**config.mk**
```make
export PLATFORM = sky130hd
export DESIGN_NAME = word_rational_multiply
export DESIGN_NICKNAME = d
export VERILOG_FILES = /design/src/rtl/wrm_pkg.sv /design/src/rtl/word_rational_multiply.sv /design/src/rtl/wrm_alu.sv
export SDC_FILE = /design/constraint.sdc
export NUM_CORES = 2
export LEC_CHECK = 0
export BUFFER_PORTS_ARGS = -buffer_cell sky130_fd_sc_hd__buf_2
export CAP_MARGIN = 30
export CORE_MARGIN = 1
export CORE_UTILIZATION = 35
export DETAILED_ROUTE_END_ITERATION = 6
export PLACE_DENSITY_LB_ADDON = 0.3
export SYNTH_ARGS = -nofsm -noshare
export SYNTH_HDL_FRONTEND = slang
export SYNTH_HIERARCHICAL = 1
export SYNTH_SLANG_ARGS = --single-unit
export TNS_END_PERCENT = 50
```
**constraint.sdc**
```tcl
create_clock -name clk -period 23.1 [get_ports clk]
set_input_delay 3.465 -clock clk [delete_from_list [all_inputs] [get_ports clk]]
set_output_delay 3.465 -clock clk [all_outputs]
set_load 0.02 [all_outputs]
```
**src/rtl/wrm_pkg.sv**
```systemverilog
// ----------------------------------------------------------------------------
// wrm_pkg
// Shared widths and the operation codes of the arithmetic unit.
// ----------------------------------------------------------------------------
package wrm_pkg;

    localparam int OPERAND_BITS_DEFAULT = 62;
    localparam int NUM_IN_BITS          = 63;
    localparam int DEN_IN_BITS          = 62;
    localparam int HIGH_BITS            = 60;
    localparam int LOW_BITS             = 64;

    typedef enum logic [1:0] {
        OP_DIV = 2'd0,
        OP_MUL = 2'd1
    } wrm_op_t;

    typedef struct packed {
        logic    start;
        wrm_op_t op;
    } wrm_cmd_t;

endpackage

```
**src/rtl/word_rational_multiply.sv**
```systemverilog
// ----------------------------------------------------------------------------
// word_rational_multiply
// Product of two word rationals with gcd cross-cancellation.
// ----------------------------------------------------------------------------
// One item at a time. After a transfer the sequencer runs every step through
// one shared divide/multiply unit (start, one bit a cycle, then the done
// handshake): each gcd that runs takes one pass per Euclid step (at most
// about 1.44*OPERAND_BITS steps), then four exact divisions and two
// multiplications. A zero numerator goes straight to the output state;
// equal denominators take two passes, the two multiplications. The result
// sits in an output register; in_stall is high while an item is in progress
// or a result waits.
module word_rational_multiply
    import wrm_pkg::*;
#(
    parameter int OPERAND_BITS = OPERAND_BITS_DEFAULT
)
(
    input  logic                   clk,
    input  logic                   rst_n,
    input  logic                   in_valid,
    output logic                   in_stall,
    input  logic [NUM_IN_BITS-1:0] first_numerator,
    input  logic [DEN_IN_BITS-1:0] first_denominator,
    input  logic [NUM_IN_BITS-1:0] second_numerator,
    input  logic [DEN_IN_BITS-1:0] second_denominator,
    output logic                   out_valid,
    input  logic                   out_stall,
    output logic                   product_negative,
    output logic [HIGH_BITS-1:0]   numerator_high,
    output logic [LOW_BITS-1:0]    numerator_low,
    output logic [HIGH_BITS-1:0]   denominator_high,
    output logic [LOW_BITS-1:0]    denominator_low
);

    localparam int W = OPERAND_BITS;
    localparam logic [W-1:0] OMAX = {W{1'b1}};

    typedef enum logic [3:0] {
        S_IDLE, S_PREP, S_G_DIV, S_G_WAIT, S_H_DIV, S_H_WAIT,
        S_CAN, S_CAN_WAIT, S_MUL, S_MUL_WAIT, S_OUT
    } state_t;

    state_t state_reg;
    logic [W-1:0] n1_reg, n2_reg, d1_reg, d2_reg, g_reg, h_reg;
    logic [W-1:0] ga_reg, gb_reg;
    logic [1:0]   step_reg;
    logic         neg_reg, zero_reg;
    logic [2*W-1:0] pn_reg;

    wrm_cmd_t       cmd;
    logic [W-1:0]   alu_a, alu_b, quo, rem;
    logic [2*W-1:0] prod;
    logic           done;

    wrm_alu #(.W(W)) u_alu (
        .clk(clk), .rst_n(rst_n), .cmd(cmd), .a(alu_a), .b(alu_b),
        .done(done), .quo(quo), .rem(rem), .prod(prod)
    );

    // Saturating magnitude of a 63-bit numerator.
    function automatic logic [W-1:0] mag(input logic [NUM_IN_BITS-1:0] v);
        logic [NUM_IN_BITS:0] m;
        m = v[NUM_IN_BITS-1] ? ({1'b0, ~v} + 1'b1) : {1'b0, v};
        if (m > {{(NUM_IN_BITS+1-W){1'b0}}, OMAX})
        begin
            mag = OMAX;
        end
        else
        begin
            mag = m[W-1:0];
        end
    endfunction

    logic [2*W-1:0] pn_w, pd_w;
    assign pn_w = pn_reg;
    assign pd_w = prod;

    always_comb
    begin
        cmd.start = 1'b0;
        cmd.op    = OP_DIV;
        alu_a     = ga_reg;
        alu_b     = gb_reg;
        case (state_reg)
            S_G_DIV, S_H_DIV:
            begin
                // a zero divisor ends Euclid here, so leave the unit idle
                cmd.start = (gb_reg != '0);
            end
            S_CAN:
            begin
                cmd.start = 1'b1;
                case (step_reg)
                    2'd0:    begin alu_a = n1_reg; alu_b = g_reg; end
                    2'd1:    begin alu_a = d2_reg; alu_b = g_reg; end
                    2'd2:    begin alu_a = n2_reg; alu_b = h_reg; end
                    default: begin alu_a = d1_reg; alu_b = h_reg; end
                endcase
            end
            S_MUL:
            begin
                cmd.start = 1'b1;
                cmd.op    = OP_MUL;
                if (step_reg == 2'd0)
                begin
                    alu_a = n1_reg; alu_b = n2_reg;
                end
                else
                begin
                    alu_a = d1_reg; alu_b = d2_reg;
                end
            end
            default:
            begin
                cmd.start = 1'b0;
            end
        endcase
    end

    assign in_stall = (state_reg != S_IDLE);

    always_ff @(posedge clk or negedge rst_n)
    begin
        if (!rst_n)
        begin
            state_reg <= S_IDLE;
            out_valid <= 1'b0;
        end
        else
        begin
            case (state_reg)
                S_IDLE:
                begin
                    if (in_valid)
                    begin
                        n1_reg    <= mag(first_numerator);
                        n2_reg    <= mag(second_numerator);
                        d1_reg    <= W'({1'b0, first_denominator});
                        d2_reg    <= W'({1'b0, second_denominator});
                        neg_reg   <= first_numerator[NUM_IN_BITS-1]
                                     ^ second_numerator[NUM_IN_BITS-1];
                        state_reg <= S_PREP;
                    end
                end
                S_PREP:
                begin
                    zero_reg <= (n1_reg == '0 || n2_reg == '0);
                    step_reg <= 2'd0;
                    if (n1_reg == '0 || n2_reg == '0)
                    begin
                        state_reg <= S_OUT;
                    end
                    else if (d1_reg == d2_reg)
                    begin
                        state_reg <= S_MUL;
                    end
                    else if (d2_reg == W'(1) && d1_reg != W'(1))
                    begin
                        g_reg     <= W'(1);
                        ga_reg    <= n2_reg;
                        gb_reg    <= d1_reg;
                        state_reg <= S_H_DIV;
                    end
                    else
                    begin
                        ga_reg    <= n1_reg;
                        gb_reg    <= d2_reg;
                        state_reg <= S_G_DIV;
                    end
                end
                S_G_DIV, S_H_DIV:
                begin
                    if (gb_reg == '0)
                    begin
                        if (state_reg == S_G_DIV)
                        begin
                            g_reg <= ga_reg;
                            if (d1_reg == W'(1) && d2_reg != W'(1))
                            begin
                                h_reg     <= W'(1);
                                state_reg <= S_CAN;
                            end
                            else
                            begin
                                ga_reg    <= n2_reg;
                                gb_reg    <= d1_reg;
                                state_reg <= S_H_DIV;
                            end
                        end
                        else
                        begin
                            h_reg     <= ga_reg;
                            state_reg <= S_CAN;
                        end
                    end
                    else
                    begin
                        state_reg <= (state_reg == S_G_DIV) ? S_G_WAIT : S_H_WAIT;
                    end
                end
                S_G_WAIT, S_H_WAIT:
                begin
                    if (done)
                    begin
                        ga_reg    <= gb_reg;
                        gb_reg    <= rem;
                        state_reg <= (state_reg == S_G_WAIT) ? S_G_DIV : S_H_DIV;
                    end
                end
                S_CAN:
                begin
                    state_reg <= S_CAN_WAIT;
                end
                S_CAN_WAIT:
                begin
                    if (done)
                    begin
                        case (step_reg)
                            2'd0:    n1_reg <= quo;
                            2'd1:    d2_reg <= quo;
                            2'd2:    n2_reg <= quo;
                            default: d1_reg <= quo;
                        endcase
                        step_reg  <= step_reg + 2'd1;
                        state_reg <= (step_reg == 2'd3) ? S_MUL : S_CAN;
                    end
                end
                S_MUL:
                begin
                    state_reg <= S_MUL_WAIT;
                end
                S_MUL_WAIT:
                begin
                    if (done)
                    begin
                        if (step_reg == 2'd0)
                        begin
                            pn_reg    <= prod;
                            step_reg  <= 2'd1;
                            state_reg <= S_MUL;
                        end
                        else
                        begin
                            state_reg <= S_OUT;
                        end
                    end
                end
                S_OUT:
                begin
                    if (!out_valid)
                    begin
                        out_valid        <= 1'b1;
                        product_negative <= zero_reg ? 1'b0 : neg_reg;
                        numerator_high   <= zero_reg ? '0
                                            : HIGH_BITS'(pn_w >> LOW_BITS);
                        numerator_low    <= zero_reg ? '0 : LOW_BITS'(pn_w);
                        denominator_high <= zero_reg ? '0
                                            : HIGH_BITS'(pd_w >> LOW_BITS);
                        denominator_low  <= zero_reg ? LOW_BITS'(1) : LOW_BITS'(pd_w);
                    end
                    else if (!out_stall)
                    begin
                        out_valid <= 1'b0;
                        state_reg <= S_IDLE;
                    end
                end
                default:
                begin
                    state_reg <= S_IDLE;
                end
            endcase
        end
    end

    // Accept only when idle; never offer a result outside the output state.
    property p_accept_idle;
        @(posedge clk) disable iff (!rst_n)
            (in_valid && !in_stall) |=> (state_reg == S_PREP);
    endproperty
    a_accept_idle: assert property (p_accept_idle) else $error("bad accept");

    property p_out_state;
        @(posedge clk) disable iff (!rst_n) out_valid |-> (state_reg == S_OUT);
    endproperty
    a_out_state: assert property (p_out_state) else $error("result outside output state");

    property p_out_hold;
        @(posedge clk) disable iff (!rst_n)
            (out_valid && out_stall) |=> (out_valid && $stable(numerator_low));
    endproperty
    a_out_hold: assert property (p_out_hold) else $error("result dropped");

endmodule

```
**src/rtl/wrm_alu.sv**
```systemverilog
// ----------------------------------------------------------------------------
// wrm_alu
// Shared unit: restoring division (quotient and remainder, one bit a cycle)
// or shift-add multiplication (one multiplier bit a cycle).
// ----------------------------------------------------------------------------
module wrm_alu
    import wrm_pkg::*;
#(
    parameter int W = OPERAND_BITS_DEFAULT
)
(
    input  logic           clk,
    input  logic           rst_n,
    input  wrm_cmd_t       cmd,
    input  logic [W-1:0]   a,
    input  logic [W-1:0]   b,
    output logic           done,
    output logic [W-1:0]   quo,
    output logic [W-1:0]   rem,
    output logic [2*W-1:0] prod
);

    localparam int CW = $clog2(W + 1);

    logic [CW-1:0]  cnt_reg;
    logic           busy_reg;
    wrm_op_t        op_reg;
    logic [W-1:0]   b_reg;
    logic [W-1:0]   q_reg;
    logic [W:0]     r_reg;
    logic [2*W-1:0] acc_reg;
    logic [2*W-1:0] mc_reg;

    logic [W:0] r_sh;
    logic [W:0] r_sub;

    assign r_sh  = {r_reg[W-1:0], q_reg[W-1]};
    assign r_sub = r_sh - {1'b0, b_reg};

    always_ff @(posedge clk or negedge rst_n)
    begin
        if (!rst_n)
        begin
            busy_reg <= 1'b0;
            cnt_reg  <= '0;
            done     <= 1'b0;
        end
        else
        begin
            if (cmd.start)
            begin
                busy_reg <= 1'b1;
                done     <= 1'b0;
                cnt_reg  <= CW'(W);
                op_reg   <= cmd.op;
                b_reg    <= b;
                q_reg    <= a;
                r_reg    <= '0;
                acc_reg  <= '0;
                mc_reg   <= {{W{1'b0}}, a};
            end
            else if (busy_reg)
            begin
                case (op_reg)
                    OP_DIV:
                    begin
                        if (!r_sub[W])
                        begin
                            r_reg <= r_sub;
                            q_reg <= {q_reg[W-2:0], 1'b1};
                        end
                        else
                        begin
                            r_reg <= r_sh;
                            q_reg <= {q_reg[W-2:0], 1'b0};
                        end
                    end
                    OP_MUL:
                    begin
                        if (b_reg[0])
                        begin
                            acc_reg <= acc_reg + mc_reg;
                        end
                        mc_reg <= {mc_reg[2*W-2:0], 1'b0};
                        b_reg  <= {1'b0, b_reg[W-1:1]};
                    end
                    default:
                    begin
                        r_reg <= r_reg;
                    end
                endcase
                cnt_reg  <= cnt_reg - 1'b1;
                busy_reg <= (cnt_reg != CW'(1));
                done     <= (cnt_reg == CW'(1));
            end
            else
            begin
                done <= 1'b0;
            end
        end
    end

    assign quo  = q_reg;
    assign rem  = r_reg[W-1:0];
    assign prod = acc_reg;

    property p_done_pulse;
        @(posedge clk) disable iff (!rst_n) done |=> !done;
    endproperty
    a_done_pulse: assert property (p_done_pulse) else $error("done held");

    property p_done_end;
        @(posedge clk) disable iff (!rst_n) done |-> !busy_reg;
    endproperty
    a_done_end: assert property (p_done_end) else $error("done while busy");

    property p_no_restart;
        @(posedge clk) disable iff (!rst_n) busy_reg |-> !cmd.start;
    endproperty
    a_no_restart: assert property (p_no_restart) else $error("start while busy");

endmodule
```
==> results_dict.tcl <==
set metrics [dict create \
    placementRows 168 \
    post_cts_hold_buffer_count 0 \
    insertion_delay_ps 840 \
    cp_data_arrival_time_ps 7190 \
    cts_max_path_buffers 3 \
    total_leakage_power_nw 31.7 \
    crit_fanout 80 \
    post_layout_nonfiller_instances 10300 \
    drt_iter0_drc 7648 \
    synth_edf_count 1309 \
    total_power_consumption_mw 5.59 \
    grt_setup_unrepaired "false" \
    power.ir.vdd_worst_v 0.0000850 \
    hold_viol 0 \
    async_flop_share_pct 0.983 \
    synthCells 7107 \
    violations "design-rule violations" \
    post_dp_cell_area_sq_um 79200 \
    fin_crit_sh_pct 29.1 \
    grt_max_degree 155 \
    placement.setup.worst_slack_ps 15260 \
    synthDominantAreaCellType "sky130_fd_sc_hd__edfxtp_1" \
    powerDensity_nw_per_um2 66.3 \
    wire_length_of_the_first_global_routing_pass_um 413000 \
    drtPass1Iterations 7 \
    synth_seq_area_share_pct 53.5 \
    number_of_global_route_vias_before_repair 57300 \
    routed_wl_um 294000 \
    instance_count_after_placement_with_tap_cells_included 10000 \
    timing_worst_setup_path_type "in -> reg" \
    antenna_left 0 \
    area_delta_synth_final_pct 13.7 \
    finalNetCount 7837 \
    synthDistinctLibCells 98 \
    globalRouteTotalUtil_pct 26.7 \
    cts.repair.resized 0 \
    routed-wl-met2_um 134000 \
    floorplan.die.width_um 462 \
    critPathCaptureType "flip-flop" \
    timing.max_cap.violations 0 \
    place.gp.congestion 0.996 \
    ys_dominant_reg_cell "sky130_fd_sc_hd__edfxtp_1" \
    io_pins 505 \
    final.setup_skew_ps 51.8 \
    status "finished, violations left" \
    number_of_storage_elements_in_the_synthesis_netlist 1322 \
    tritoncts.num_buffers 150 \
    vias 60600 \
    ranking_of_synthesized_cells_by_area "sky130_fd_sc_hd__edfxtp_1, sky130_fd_sc_hd__nand2_1, sky130_fd_sc_hd__a21oi_1, sky130_fd_sc_hd__mux2i_1, sky130_fd_sc_hd__ha_1" \
    yosys.area.top_type_share_pct 53.1 \
    routedLengthMet1_um 110000 \
    core_sq_um 210000 \
    die_area_sq_um 213000 \
    highest_routing_layer_actually_used "met5" \
    hold_path.class "reg -> reg" \
    htree_num_levels 4 \
    postLayoutSetupSlackWorst_ps 16390 \
    synthesis.yosys.warnings 6 \
    min_delay_path_depth 0 \
    worstSetupStartpointType "input pin" \
    post-dp-hpwl_um 216000 \
    layout-drive-gt1-share_pct 12.8 \
    detail_route.vias_per_cell 5.86 \
    initial_antenna_violation_count 74 \
    post_cts_buffers 0 \
    setup_viol_count_final 0 \
    routed_wire_length_on_met3_um 26400 \
    grt-ovfl-total 0 \
    initial_core_util_pct 35.3 \
    finalSetupTns_ps 0 \
    synth_area_per_cell_sq_um 10.4 \
    clk_pin_slew_worst_paths_ps 60 \
    avgRoutedWirePerCell_um 28.4 \
    dieHeight_um 462 \
    max_freq_mhz 149 \
    drt_drc_violations_left 8 \
    maxSlewHeadroom_pct 24.2 \
    synth.cell_area_sq_um 74100 \
    worst_ep_required_time_ps 23580 \
    syn-num-nets 7557 \
    design_area_sq_um 84200 \
    timing_max_transition_violations_final 0 \
    tritoncts_num_sinks 1322 \
    cts_tree "yes" \
    period_minus_slack_ps 6710 \
    i_o_buffers 504 \
    reg2regPathDepth 15 \
    worst-slew-pin-transition_ps 1130 \
    ctsRootBufferMaster "sky130_fd_sc_hd__clkbuf_16" \
]
## critical path, cell delays in order
cell and delay [ps]:
sky130_fd_sc_hd__buf_8 420, sky130_fd_sc_hd__inv_1 240, sky130_fd_sc_hd__nor4_4 350, sky130_fd_sc_hd__buf_4 450
sky130_fd_sc_hd__buf_4 620, sky130_fd_sc_hd__buf_4 670, sky130_fd_sc_hd__buf_4 340, sky130_fd_sc_hd__buf_16 300
## metal layers
| layer | track usage, % | up-vias |
|---|---|---|
| met5 | 0 | - |
| met4 | 19.4 | 16 |
| met3 | 5.76 | 815 |
| met2 | 41.8 | 3298 |
| met1 | 32.5 | 29500 |
| li1 | - | 27000 |
## worst paths after layout
check	from	slack, ps	to
hold / removal	u_alu/prod[112]	510	pn_reg[112]
setup / recovery	rst_n	16390	numerator_low[16]
setup reg to reg	u_alu/b_reg[0]	16890	u_alu/r_reg[13]
min in group asynchronous	rst_n	3180	u_alu/done
max in group asynchronous	rst_n	18510	u_alu/cnt_reg[4]
hold reg to reg	u_alu/prod[112]	510	pn_reg[112]
## cells in the mapped netlist, types with 8 or more instances
| cell type | n |
|---|---|
| sky130_fd_sc_hd__edfxtp_1 | 1309 |
| sky130_fd_sc_hd__nand2_1 | 1128 |
| sky130_fd_sc_hd__nor2_1 | 542 |
| sky130_fd_sc_hd__a21oi_1 | 533 |
| sky130_fd_sc_hd__clkbuf_1 | 403 |
| sky130_fd_sc_hd__o21ai_0 | 340 |
| sky130_fd_sc_hd__nor2b_1 | 271 |
| sky130_fd_sc_hd__mux2i_1 | 250 |
| sky130_fd_sc_hd__ha_1 | 194 |
| sky130_fd_sc_hd__xor2_1 | 180 |
| sky130_fd_sc_hd__xnor2_1 | 168 |
| sky130_fd_sc_hd__inv_1 | 140 |
| sky130_fd_sc_hd__nand4_1 | 129 |
| sky130_fd_sc_hd__o221ai_1 | 128 |
| sky130_fd_sc_hd__o22ai_1 | 127 |
| sky130_fd_sc_hd__a21o_1 | 103 |
| sky130_fd_sc_hd__nor4_1 | 102 |
| sky130_fd_sc_hd__and2_1 | 80 |
| sky130_fd_sc_hd__and3_1 | 68 |
| sky130_fd_sc_hd__a22o_1 | 65 |
| sky130_fd_sc_hd__o21ai_1 | 65 |
| sky130_fd_sc_hd__a222oi_1 | 62 |
| sky130_fd_sc_hd__mux2_2 | 62 |
| sky130_fd_sc_hd__o31ai_1 | 57 |
| sky130_fd_sc_hd__nand3_1 | 52 |
| sky130_fd_sc_hd__o21bai_1 | 52 |
| sky130_fd_sc_hd__nor3_1 | 47 |
| sky130_fd_sc_hd__or3_1 | 42 |
| sky130_fd_sc_hd__nand2b_1 | 28 |
| sky130_fd_sc_hd__buf_1 | 25 |
| sky130_fd_sc_hd__o21a_1 | 25 |
| sky130_fd_sc_hd__or4_1 | 25 |
| sky130_fd_sc_hd__o41ai_1 | 23 |
| sky130_fd_sc_hd__or2_2 | 23 |
| sky130_fd_sc_hd__a31oi_1 | 22 |
| sky130_fd_sc_hd__buf_2 | 17 |
| sky130_fd_sc_hd__o211ai_1 | 17 |
| sky130_fd_sc_hd__a211oi_1 | 16 |
| sky130_fd_sc_hd__dfrtp_1 | 13 |
| sky130_fd_sc_hd__buf_6 | 12 |
| sky130_fd_sc_hd__a21boi_0 | 9 |
| sky130_fd_sc_hd__o31a_1 | 9 |
| sky130_fd_sc_hd__nor4b_1 | 8 |
## where the power goes
part,internal (mW),switching (mW)
registers,2.67,0.0450
clock network,1.29,1.06
logic,0.200,0.319
## through the flow
step	utilization [%]	hold slack (ps)
floorplan	-	463
finish	40.1	514
global route	40.1	541
detailed placement	37.7	509
global placement	37.7	506
CTS	40.0	517
## layout by cell type (no fill, tap or decap), drive strengths merged, types with 17 or more instances in the layout
master,n
nor2b,271
a21o,103
nand4,130
xnor2,168
or4,29
inv,149
and3,68
mux2i,250
o21ai,407
nor2,543
a22o,65
nor3,47
clkbuf,187
o22ai,127
clkinv,56
nor4,108
a222oi,62
or3,42
edfxtp,1309
nand2,1128
a31oi,22
o211ai,17
mux2,62
a21oi,534
and2,80
a211oi,20
o31ai,58
buf,585
or2,23
o21bai,52
diode,32
nand3,52
xor2,181
o41ai,28
nand2b,28
ha,194
o221ai,128
o21a,25
## cell type report
cell class / count / area [sq um]
Antenna cell: 32 / 80.1
Clock inverter: 80 / 843
Tap cell: 2805 / 3510
Fill cell: 20500 / 126000
Multi-Input combinational cell: 5185 / 32300
Inverter: 141 / 529
Clock buffer: 185 / 3880
Sequential cell: 1322 / 39600
Timing Repair Buffer: 587 / 3420
## kinds of logic (layout without fill, tap and decap cells)
logic type | Yosys count | after routing | synth area share [%]
and+or+nand+nor | 2596 | 2596 | 16.5
other | 1 | 33 | 0.00506
adders and majority gates | 197 | 197 | 3.35
DFF | 1322 | 1322 | 53.5
AOI/OAI and AO/OA | 1730 | 1730 | 15.0
buffers and inverters | 600 | 993 | 3.20
xor gates and xnor gates | 349 | 349 | 4.15
muxes | 312 | 312 | 4.32
Note: power is estimated with default switching activity, not from simulation.
